File: config.mk
export PLATFORM = sky130hd
export DESIGN_NAME = csrmv_acc
export DESIGN_NICKNAME = d
export VERILOG_FILES = /design/src/rtl/core/csrmv_pkg.sv /design/src/rtl/core/csrmv_acc.sv
export SDC_FILE = /design/constraint.sdc
export NUM_CORES = 1
export LEC_CHECK = 0
export ABC_AREA = 1
export BUFFER_PORTS_ARGS = -buffer_cell sky130_fd_sc_hd__buf_4
export CAP_MARGIN = 40
export CORE_MARGIN = 2
export CORE_UTILIZATION = 50
export CTS_CLUSTER_DIAMETER = 120
export DETAILED_ROUTE_END_ITERATION = 8
export PLACE_DENSITY_LB_ADDON = 0.25
export SLEW_MARGIN = 25
export SYNTH_ARGS = -nofsm -noshare
export SYNTH_HDL_FRONTEND = slang
export SYNTH_SLANG_ARGS = --single-unit
File: constraint.sdc
create_clock -name clk -period 3.1 [get_ports clk]
set_input_delay 0.465 -clock clk [delete_from_list [all_inputs] [get_ports clk]]
set_output_delay 0.465 -clock clk [all_outputs]
set_load 0.02 [all_outputs]
File: src/rtl/core/csrmv_pkg.sv
// ----------------------------------------------------------------------------
// csrmv_pkg
// Shared types and constants of the CSR sparse matrix-vector multiplier.
// ----------------------------------------------------------------------------
`default_nettype none

package csrmv_pkg;

    // Default sizing of the vector store and value format
    localparam int DEF_VECTOR_DEPTH = 1024;
    localparam int DEF_VALUE_WIDTH  = 32;

    // Fixed field widths of the stream items
    localparam int FRAC_BITS  = 16;
    localparam int ACC_WIDTH  = 48;
    localparam int ROW_WIDTH  = 10;
    localparam int POS_WIDTH  = 10;
    localparam int OPND_WIDTH = 32;
    localparam int SUM_WIDTH  = 32;
    localparam int CFG_WIDTH  = 11;
    localparam int TYPE_WIDTH = 2;

    // Packed stream data widths, padded to whole bytes
    localparam int S_DATA_WIDTH = ((POS_WIDTH + OPND_WIDTH + 7) / 8) * 8;
    localparam int M_DATA_WIDTH = ((SUM_WIDTH + ROW_WIDTH + 7) / 8) * 8;

    localparam logic [CFG_WIDTH-1:0] ROW_COUNT_RESET = CFG_WIDTH'(1024);

    // Request codes
    typedef enum logic [TYPE_WIDTH-1:0] {
        REQ_LOAD    = 2'd0,
        REQ_NONZERO = 2'd1,
        REQ_EMPTY   = 2'd2
    } req_type_t;

    // Control of one item in flight
    typedef struct packed {
        logic nonzero;
        logic empty;
        logic last;
    } item_ctrl_t;

    // One row result
    typedef struct packed {
        logic [SUM_WIDTH-1:0] row_sum;
        logic [ROW_WIDTH-1:0] row_number;
        logic                 saturated;
    } row_result_t;

endpackage

`default_nettype wire

File: src/rtl/core/csrmv_acc.sv
// ----------------------------------------------------------------------------
// csrmv_acc
// Row accumulator: scales the product, adds it up, saturates the row sum
// and tracks the current row index.
// ----------------------------------------------------------------------------
`default_nettype none

module csrmv_acc #(
    parameter int VALUE_WIDTH = 32
) (
    input  logic                                  clk,
    input  logic                                  rst_n,
    input  logic                                  go,
    input  csrmv_pkg::item_ctrl_t                 ctrl,
    input  logic signed [2*VALUE_WIDTH-1:0]       prod,
    input  logic [csrmv_pkg::CFG_WIDTH-1:0]       row_count,
    output csrmv_pkg::row_result_t                result
);

    import csrmv_pkg::*;

    logic signed [ACC_WIDTH-1:0]   acc_reg;
    logic signed [ACC_WIDTH-1:0]   acc_next;
    logic [ROW_WIDTH-1:0]          row_reg;
    logic [ROW_WIDTH-1:0]          row_next;
    logic [ROW_WIDTH-1:0]          row_inc;

    logic signed [63:0]            prod_wide;
    logic signed [63:0]            q_wide;
    logic signed [ACC_WIDTH-1:0]   q;
    logic signed [ACC_WIDTH-1:0]   sum;
    logic [ACC_WIDTH-VALUE_WIDTH:0] upper;
    logic                          fits;
    logic signed [VALUE_WIDTH-1:0] clip;

    // Floor-shift the product back to the fixed-point grid, then add
    always_comb
    begin
        prod_wide = 64'(prod);
        q_wide    = prod_wide >>> FRAC_BITS;
        q         = q_wide[ACC_WIDTH-1:0];
        sum       = acc_reg + q;
    end

    // Clamp the sum to the value range
    always_comb
    begin
        upper = sum[ACC_WIDTH-1:VALUE_WIDTH-1];
        fits  = (&upper) | ~(|upper);
        if (fits)
        begin
            clip = sum[VALUE_WIDTH-1:0];
        end
        else if (sum[ACC_WIDTH-1])
        begin
            clip = {1'b1, {(VALUE_WIDTH-1){1'b0}}};
        end
        else
        begin
            clip = {1'b0, {(VALUE_WIDTH-1){1'b1}}};
        end
    end

    // Build the row result; an empty row reports zero
    always_comb
    begin
        result.row_number = row_reg;
        if (ctrl.empty)
        begin
            result.row_sum   = '0;
            result.saturated = 1'b0;
        end
        else
        begin
            result.row_sum   = SUM_WIDTH'(clip);
            result.saturated = ~fits;
        end
    end

    // Next accumulator and row index
    always_comb
    begin
        acc_next = acc_reg;
        row_next = row_reg;
        row_inc  = row_reg + 1'b1;
        if (go && ctrl.nonzero)
        begin
            acc_next = ctrl.last ? '0 : sum;
        end
        if (go && (ctrl.empty || (ctrl.nonzero && ctrl.last)))
        begin
            row_next = ({1'b0, row_inc} >= row_count) ? '0 : row_inc;
        end
    end

    always_ff @(posedge clk or negedge rst_n)
    begin
        if (!rst_n)
        begin
            acc_reg <= '0;
            row_reg <= '0;
        end
        else
        begin
            acc_reg <= acc_next;
            row_reg <= row_next;
        end
    end

endmodule

`default_nettype wire

# Word level (Yosys, flattened, before mapping)
# Cells that the tools add are included.
# classes
n_addsub	2
magnitude_cmp	1
mux	6
n_bitwise	3
n_reduce_logical	6
# ops
op	n
$mux 32	3
$add 48x48->48	1
$mux 48	1
$reduce_and 17->1	1
$reduce_or 17->1	1
$ge 10x11->1	1
$add 10x1->10 const B	1
$mux 10	1
$logic_and 1x1->1	3
$not 1->1	2
$logic_or 1x1->1	1
$mux 1	1
$or 1x1->1	1
# totals
regBits	58
output_inout_bits	43

# Logic depth before layout (Yosys ltp)
# Gate-level depths: netlist of run 1.
# logic_depth
word_depth	6
mapped_depth	22
mapped_depth_nobuf	21

# Least setup slack after synthesis of run 1
# OpenSTA, ideal clock, no wires.
# synth_timing
kind	input-to-output
startpoint	input port prod[16]
endpoint	output port result[12] in the netlist's numbering
arrival_ns	2.701
setup_slack_ns	-0.066
path_stages	20
cell_sequence	ha_1 -> fa_1 -> nand3_1 -> nand3_2 -> nand2_1 -> nand2_1 -> nand2_1 -> nand3_2 -> nand2_1 -> nand2_1 -> nand2_1 -> nand2_1 -> nor2_1 -> nand2_1 -> nor2_1 -> nand2_1 -> nand2_1 -> nand2_2 -> buf_6 -> a21oi_2
# synth_lines
element	line_no	text
start: declaration	csrmv_acc.sv:15	input logic signed [2*VALUE_WIDTH-1:0] prod,
end: declaration	csrmv_acc.sv:17	output csrmv_pkg::row_result_t result

==> metrics.md, run 1 <==
| Metric | Value |
|---|---|
| Status | finished, violations left |
| Failing checks | setup timing |
| Final Core Density | 81.4% |
| Final HPWL DP | 19000 um |
| Final Net Count | 1616 |
| CTS clk-pin slew, worst paths | 0.06 ns |
| Total power | 9.60 mW |
| Largest net degree at the start of global routing | 59 |
| Initial core utilization | 51.3% |
| Clk root buf | clkbuf_16 |
| Gp weighted congestion | 1.04 |
| Die Wd | 123 um |
| Post-route setup TNS | -22.73 ns |
| Synth Area per Inst | 5.98 um^2 |
| Initial DRC Count | 800 |
| Tightest Pin Transition | 0.598 ns |
| Layout cells sized above 1 | 38.4% |
| Tot GR Track Use | 33.6% |
| Fmax achieved | 0.260 GHz |
| Syn. warnings | 0 |
| Power Dens Cells | 849 nW/um^2 |
| Final slew viol count | 0 |
| Vias post-DR | 8993 |
| R2R cell count | 15 |
| DRC viols | 0 |
| Commonest register cell after synthesis | dfrtp_1 |
| Critical-path cell list | ha_2 > fa_2 > nand3_2 > nand3_4 > nand2_2 > nand2_2 > nand2_2 > nand3_4 > nand2_2 > nand2_2 > nand2_1 > nand2_2 > nor2_2 > nand2_1 > nor2_2 > nand2_1 > nand2_2 > nand2_8 > buf_16 > a21oi_4 > buf_6 |
| CTS tree | built |
| Final wirelength | 28100 um |
| Fin. Hold Viols | 0 |
| CP Max Fanout | 6 |
| Critical Path Sink Type | primary output |
| Core area | 13900 um^2 |
| CP Class | reg -> out |
| Reg2reg end | row_reg[0] |
| Worst slew margin | 60.2% |
| # hold bufs at CTS | 0 |
| Fillers | 899 |
| Reg2reg setup slack | 0.37 ns |
| Row count | 43 |
| Final ANT Viol Nets | 0 |
| Number of setup violations in the final report | 32 |
| Vias per cell | 5.41 |
| Register bit total from synthesis | 58 |
| Die Ht | 123 um |
| Clk_lat worst skew | 0.35 ns |
| Min Tclk post-route | 3.85 ns |
| Vias in the first global route | 8463 |
| Yosys top cell by area | nand2_1 |
| Global-route wire length before repair | 39900 um |
| Largest stage delay, worst path | 0.40 ns |
| Syn_nets | 1331 |
| Port bufs | 107 |
| CTS sink cnt | 58 |
| Max FFs per register | 48 |
| Synth async-reset ratio | 100% |
| CTS Buf Count | 9 |
| Synth-to-Final Area Change | 58.6% |
| Max VDD drop | 524 uV |
| Post-synth EDFFs | 0 |
| Required @ worst endpoint | 2.63 ns |
| P_leak | 5.86 nW |
| Setup slack after layout | -0.747 ns |
| Critical Path AT | 3.38 ns |
| Slowest library cell on the worst path | fa_2 |
| Max-Cap Viols | 0 |
| H-tree Lvls | 3 |
| Fin crit share | 124% |
| Gr ovfl total | 0 |
| Worst Setup Start Kind | flop |
| Die area | 15200 um^2 |
| Max clock buf depth | 2 |
| Final non-filler cell total | 1661 |
| Wire length per cell | 16.9 um |
| Synth top area cells | nand2_1 23%, dfrtp_1 20%, inv_1 11% |
| Number of placed cells counting well taps | 1619 |
| Ant. Diodes | 0 |
| Post-Synthesis Cells | 1191 |
| Yosys top cell area share | 22.7% |
| Worst r2r src | row_reg[0] |
| Netlist area before placement | 7130 um^2 |
| Most common cell after layout, fill and taps aside | nand2_1 |
| Hold Crit Class | in -> async |
| Most frequent cells in the layout | 367 x nand2_1, 248 x buf_4, 204 x inv_1 |
| Seq/Total Area, Yosys | 20.4% |
| I/O pins | 124 |
| Antenna violations before repair | 0 |
| RSZ-0062 raised after global routing | true |
| Clk_skew | 0.0114 ns |
| Post-synthesis cell type count | 37 |
| Critical path's most frequent cell | nand2_2 |
| TritonRoute pass-1 iters | 5 |
## repair_timing
action | CTS | global route
resized for setup | 102 | 155
pin swaps | 16 | 47
buffers inserted | 10 | 12
endpoints found under the setup margin | 33 | 33
gates cloned | 1 | 4
## power breakdown
part,internal (mW),switching [mW]
clock,0.702,0.417
combinational,3.15,4.04
sequential,1.02,0.272
## logic make-up (layout without fill, tap and decap cells)
logic type	count (synthesis)	after routing	share of synthesized area, %
buffers and inverters	230	520	13.0
AO/OA/AOI/OAI	151	151	12.8
XOR/XNOR	38	38	4.67
adder cells (fa/ha/maj)	59	59	10.5
flip-flops	58	58	20.4
AND/OR/NAND/NOR	655	655	38.7
## worst max-delay path by stage
stage,slack (ns),to,startpoint
final,-0.75,result[30],acc_reg[0]
after floorplan,0.009,result[12],prod[16]
after global routing,-0.83,result[30],acc_reg[25]
after CTS,-0.63,result[27],acc_reg[0]
after detailed placement,-0.69,result[11],prod[16]
after global placement,-0.75,result[11],prod[16]
## critical path, delay by kind of cell, from the launching register on
kind / cells / cell delay, ns
compound gates: 1 / 0.14
fa+ha+maj: 2 / 0.61
buf+inv: 2 / 0.35
flops: 1 / 0.39
simple gates: 16 / 1.52
## metrics by stage
| stage | hold slack (ns) | cell area [um^2] | setup slack (ns) |
|---|---|---|---|
| 3_3_place_gp | 0.470 | 9500 | -0.753 |
| 4_1_cts | 0.237 | 10500 | -0.634 |
| 3_5_place_dp | 0.478 | 9500 | -0.694 |
| 5_1_grt | 0.0744 | 11300 | -0.827 |
| 6_report | 0.0450 | 11300 | -0.747 |
| 2_1_floorplan | 0.169 | 7360 | 0.00854 |
## cells in the mapped netlist (3+ instances only)
master / count
nand2_1: 430
inv_1: 208
nor2_1: 100
o21ai_0: 65
nand3_1: 59
dfrtp_1: 58
ha_1: 58
a21oi_1: 37
a21oi_2: 31
xnor2_1: 24
nand2_2: 14
nor2_2: 14
xor2_1: 14
nand4_1: 13
clkbuf_1: 12
nand3_2: 7
nor3_1: 6
o21a_1: 5
o21bai_1: 5
a31oi_1: 4
inv_2: 4
buf_6: 3
## metal layers
layer  share of wire (%)  vias to the layer above  routed length (um)  track usage, %
met1                  40                     4167               11200            42.6
li1                    -                     4272                   -               -
met5                   0                        -                   0               0
met3                 8.0                      118                2250            6.04
met2                  47                      436               13300            56.0
met4                 4.9                        0                1380            14.0
## layout make-up
class	instances	area, um^2	share of cell area (%)
multi-input combinational	903	6030	53.3
clock inverter	7	93.8	0.830
clock buffer	9	225	1.99
timing repair buffer	292	2490	22.0
inverter	212	796	7.04
sequential	58	1450	12.8
tap	180	225	1.99
Note: power is estimated with default switching activity, not from simulation.
==> inputs of run 2 (changes only) <==
- clock period: 3.1 -> 4.5 ns (I/O delays scaled with it)
==> metrics.md, run 2 (same netlist as run 1, synthesis figures left out) <==
| Metric | Value |
|---|---|
| Layout cells sized above 1 | 16.2% |
| Initial DRC Count | 502 |
| Antenna violations before repair | 0 |
| Multi-input gate area | 4750 um^2 |
| Tot GR Track Use | 28.8% |
| Max-Cap Viols | 0 |
| Final wirelength | 21200 um |
| Final HPWL DP | 17100 um |
| Vias post-DR | 7507 |
| Final Net Count | 1441 |
| Reg2reg setup slack | 1.50 ns |
| Fillers | 1426 |
| Final Core Density | 61.0% |
| Vias per cell | 5.05 |
| CTS clk-pin slew, worst paths | 0.06 ns |
| Most common cell after layout, fill and taps aside | nand2_1 |
| CTS Buf Count | 9 |
| Port bufs | 107 |
| H-tree Lvls | 3 |
| Post-route setup TNS | 0 ns |
| RSZ-0062 raised after global routing | false |
| Max VDD drop | 277 uV |
| FF/Latch Area | 1450 um^2 |
| Most frequent cells in the layout | 429 x nand2_1, 208 x inv_1, 113 x buf_4 |
| Worst Setup Start Kind | input pin |
| Clk root buf | clkbuf_16 |
| Final ANT Viol Nets | 0 |
| CP Class | in -> out |
| Number of setup violations in the final report | 0 |
| Slowest library cell on the worst path | fa_2 |
| Worst Setup SP | prod[16] |
| TritonRoute pass-1 iters | 7 |
| Critical Path Sink Type | primary output |
| Fin. Hold Viols | 0 |
| Fin Hold WS | 0.201 ns |
| Max FFs per register | 48 |
| Synth-to-Final Area Change | 18.8% |
| Worst slew margin | 47.4% |
| DRC viols | 0 |
| Wire length per cell | 14.2 um |
| Die area | 15200 um^2 |
| Power Dens Cells | 554 nW/um^2 |
| P_leak | 4.80 nW |
| Critical path depth | 22 |
| CTS sink cnt | 58 |
| Min Tclk post-route | 4.28 ns |
| DP Area | 8100 um^2 |
| Tightest Pin Transition | 0.788 ns |
| Fmax achieved | 0.234 GHz |
| Die Wd | 123 um |
| Row count | 43 |
| Gp weighted congestion | 0.986 |
| # hold bufs at CTS | 0 |
| Hold Crit Class | in -> async |
| Fin crit share | 95.1% |
| Initial core utilization | 51.3% |
| Status | completed |
| CP top delay family | simple AND/OR/NAND/NOR gates |
| Crit path to | result[33] |
| Required @ worst endpoint | 3.83 ns |
| Global-route wire length before repair | 34100 um |
| CP Buf/Inv Count | 3 |
| Critical Path AT | 3.60 ns |
| Clk_skew | 0.0107 ns |
| Core area | 13900 um^2 |
| CP Max Fanout | 10 |
| CTS tree | built |
| I/O pins | 124 |
| Largest stage delay, worst path | 0.39 ns |
| Clk_lat worst skew | 0.35 ns |
| Vias in the first global route | 6991 |
| Final slew viol count | 0 |
| Die Ht | 123 um |
| R2R cell count | 14 |
| Largest net degree at the start of global routing | 59 |
| Max clock buf depth | 2 |
| Worst r2r src | row_reg[0] |
| Fin area | 8470 um^2 |
| Critical path's most frequent cell | nand2_1 |
| Reg2reg end | row_reg[5] |
| Ant. Diodes | 0 |
| Gr ovfl total | 0 |
| Critical-path cell list | buf_4 > ha_1 > fa_2 > nand3_1 > nand3_2 > nand2_1 > nand2_2 > nand3_1 > nand2_1 > nand2_1 > nand2_1 > nand2_1 > nand2_1 > nor2_1 > nand2_1 > nor2_1 > nand2_1 > nand2_1 > nand2_2 > buf_4 > a21oi_2 > buf_4 |
## run 2: worst min path at each step
stage                      startpoint           to  slack (ns)  cells after the start
after floorplan                 rst_n   acc_reg[0]        0.38                      0
after global placement    acc_reg[32]  acc_reg[32]        0.47                      2
after detailed placement  acc_reg[10]  acc_reg[10]        0.48                      2
after CTS                       rst_n  acc_reg[22]        0.43                      1
after global routing            rst_n  acc_reg[14]        0.23                      1
final                           rst_n  acc_reg[19]        0.20                      1
## run 2: layout make-up
cell class	count	share of cell area [%]
multi-input combinational	903	56.1
clock buffer	12	3.03
tap	180	2.66
inverter	212	9.40
clock inverter	4	0.591
sequential	58	17.1
timing repair buffer	117	11.0
## run 2: metrics by stage
| step | setup WS (ns) | power [mW] | std cells |
|---|---|---|---|
| after global routing | 0.0365 | 5.12 | 1486 |
| after floorplan | 0.914 | 3.07 | 1191 |
| final | 0.222 | 4.69 | 1486 |
| after global placement | 0.240 | 3.88 | 1467 |
| after CTS | 0.171 | 4.67 | 1483 |
| after detailed placement | 0.181 | 3.92 | 1467 |
## run 2: routing by layer
layer	global-route usage, %	vias to the layer above	wire, um	part of all wire, %
met5	0	-	0	0
met4	9.80	0	599	2.8
met3	3.87	38	1110	5.3
met2	46.3	213	9490	45
met1	39.8	3344	9970	47
li1	-	3912	-	-
## run 2: report_power, final
part	switching, mW	total, mW	internal, mW	leakage, nW
logic	2.03	3.13	1.10	3.90
clock network	0.269	0.727	0.458	0.145
registers	0.128	0.830	0.702	0.756
total	2.43	4.69	2.26	4.80
## run 2: repair_timing
action	4_1_cts	5_1_grt
resized for setup	0	2
endpoints found under the hold margin	0	0
setup endpoints to repair	0	31
setup buffers	0	1
==> inputs of run 3 (changes only) <==
- REMOVE_ABC_BUFFERS: default -> 1
==> metrics.md, run 3 (same netlist as run 1, synthesis figures left out) <==
| Metric | Value |
|---|---|
| Most common cell after layout, fill and taps aside | nand2_1 |
| Most frequent cells in the layout | 429 x nand2_1, 208 x inv_1, 117 x buf_4 |
| Vias post-DR | 7628 |
| Reg2reg setup slack | 1.46 ns |
| I/O pins | 124 |
| CTS clk-pin slew, worst paths | 0.05 ns |
| Final non-filler cell total | 1490 |
| R2R cell count | 14 |
| Worst Setup Start Kind | input pin |
| Status | completed |
| Critical path's most frequent cell | nand2_1 |
| Critical-path cell list | buf_4 > ha_1 > fa_1 > nand3_1 > nand3_2 > nand2_1 > nand2_1 > nand2_1 > nand3_2 > nand2_2 > nand2_1 > nand2_1 > nand2_1 > nor2_1 > nand2_1 > nor2_1 > nand3_1 > nand2_4 > clkbuf_16 > a21oi_2 > buf_4 |
| Worst r2r src | row_reg[0] |
| Core area | 13900 um^2 |
| Worst Setup SP | prod[16] |
| Initial core utilization | 51.3% |
| Power Dens Cells | 563 nW/um^2 |
| Fin crit share | 94.9% |
| Clk_skew | 0.00756 ns |
| Wire length per cell | 14.5 um |
| Worst slew margin | 46.9% |
| Ant. Diodes | 0 |
| Fin. Hold Viols | 0 |
| CTS tree | built |
| Number of placed cells counting well taps | 1469 |
| Global-route wire length before repair | 34800 um |
| Gr ovfl total | 0 |
| Required @ worst endpoint | 3.83 ns |
| Vias per cell | 5.12 |
| Clk_lat worst skew | 0.35 ns |
| Min Tclk post-route | 4.27 ns |
| H-tree Lvls | 3 |
| Final Net Count | 1445 |
| Max-Cap Viols | 0 |
| Gp weighted congestion | 0.986 |
| Largest stage delay, worst path | 0.40 ns |
| Reg2reg end | row_reg[2] |
| Port bufs | 107 |
| DP Area | 8120 um^2 |
| CP Class | in -> out |
| Final Core Density | 61.4% |
| Tightest Pin Transition | 0.797 ns |
| P_leak | 4.84 nW |
| Synth-to-Final Area Change | 19.6% |
| Final slew viol count | 0 |
| DRC viols | 0 |
| # hold bufs at CTS | 0 |
| Fin area | 8530 um^2 |
| Max VDD drop | 309 uV |
| Die Ht | 123 um |
| Fmax achieved | 0.234 GHz |
| Die area | 15200 um^2 |
| FF/Latch Area | 1450 um^2 |
| Slowest library cell on the worst path | fa_1 |
| Final wirelength | 21600 um |
| Largest net degree at the start of global routing | 59 |
| Number of setup violations in the final report | 0 |
| Vias in the first global route | 7151 |
| Max clock buf depth | 2 |
| Max FFs per register | 48 |
| Final HPWL DP | 17600 um |
| Initial DRC Count | 454 |
| Antenna violations before repair | 0 |
| CTS Buf Count | 9 |
| CP Max Fanout | 11 |
| Hold Crit Class | in -> async |
| Tot GR Track Use | 29.5% |
| Clk root buf | clkbuf_16 |
| TritonRoute pass-1 iters | 5 |
| Die Wd | 123 um |
| Multi-input gate area | 4750 um^2 |
| CTS sink cnt | 58 |
| Fillers | 1448 |
| Final ANT Viol Nets | 0 |
| Critical Path Sink Type | primary output |
| Post-route setup TNS | 0 ns |
| Critical Path AT | 3.60 ns |
| Row count | 43 |
| RSZ-0062 raised after global routing | false |
| Layout cells sized above 1 | 16.4% |
run 3: cell types whose count changed in the layout (fill, tap and decap cells not counted):
cell / before / now
buf_4: 113 / 117
fa_2: 1 / 0
clkinvlp_4: 2 / 1
bufinv_16: 1 / 2
clkbuf_8: 2 / 3
clkbuf_1: 1 / 0
fa_1: 0 / 1
run 3: metrics by stage:
stage / power (mW) / setup slack, ns / hold slack, ns
3_5_place_dp: 3.96 / 0.262 / 0.478
3_3_place_gp: 3.92 / 0.258 / 0.469
4_1_cts: 4.78 / 0.237 / 0.445
5_1_grt: 5.23 / 0.0207 / 0.290
6_report: 4.80 / 0.230 / 0.257
2_1_floorplan: 3.05 / 0.462 / 0.379
run 3: layout make-up:
cell class                      count  share of cell area, %
Timing Repair Buffer              121                   11.3
Clock buffer                       12                   3.13
Multi-Input combinational cell    903                   55.7
Clock inverter                      4                  0.851
Inverter                          212                   9.33
Tap cell                          180                   2.64
Sequential cell                    58                   17.0
run 3: layer usage:
layer / vias to the layer above / routed length, um / GRT usage (%)
li1: 3929 / - / -
met1: 3480 / 10500 / 40.7
met4: 0 / 349 / 8.74
met2: 197 / 9760 / 48.6
met5: - / 0 / 0
met3: 22 / 992 / 2.81
run 3: worst max-delay path, delay by kind of cell:
family	cells	cell delay, ns
fa+ha+maj	2	0.63
compound gates	1	0.06
simple gates	15	1.72
buf+inv	3	0.48
run 3: worst max path at each step:
| stage | endpoint |
|---|---|
| 2_1_floorplan | result[11] |
| 3_3_place_gp | result[36] |
| 3_5_place_dp | result[38] |
| 4_1_cts | result[38] |
| 5_1_grt | result[18] |
| 6_report | result[18] |
run 3: timing repair:
| action | 4_1_cts | 5_1_grt |
|---|---|---|
| endpoints found under the setup margin | 0 | 23 |
| buffers inserted | 0 | 3 |
| gates resized for setup | 0 | 1 |
run 3: power breakdown:
| part | internal, mW | total (mW) | switching, mW |
|---|---|---|---|
| Clock | 0.529 | 0.801 | 0.272 |
| Sequential | 0.702 | 0.829 | 0.127 |
| Combinational | 1.11 | 3.17 | 2.06 |
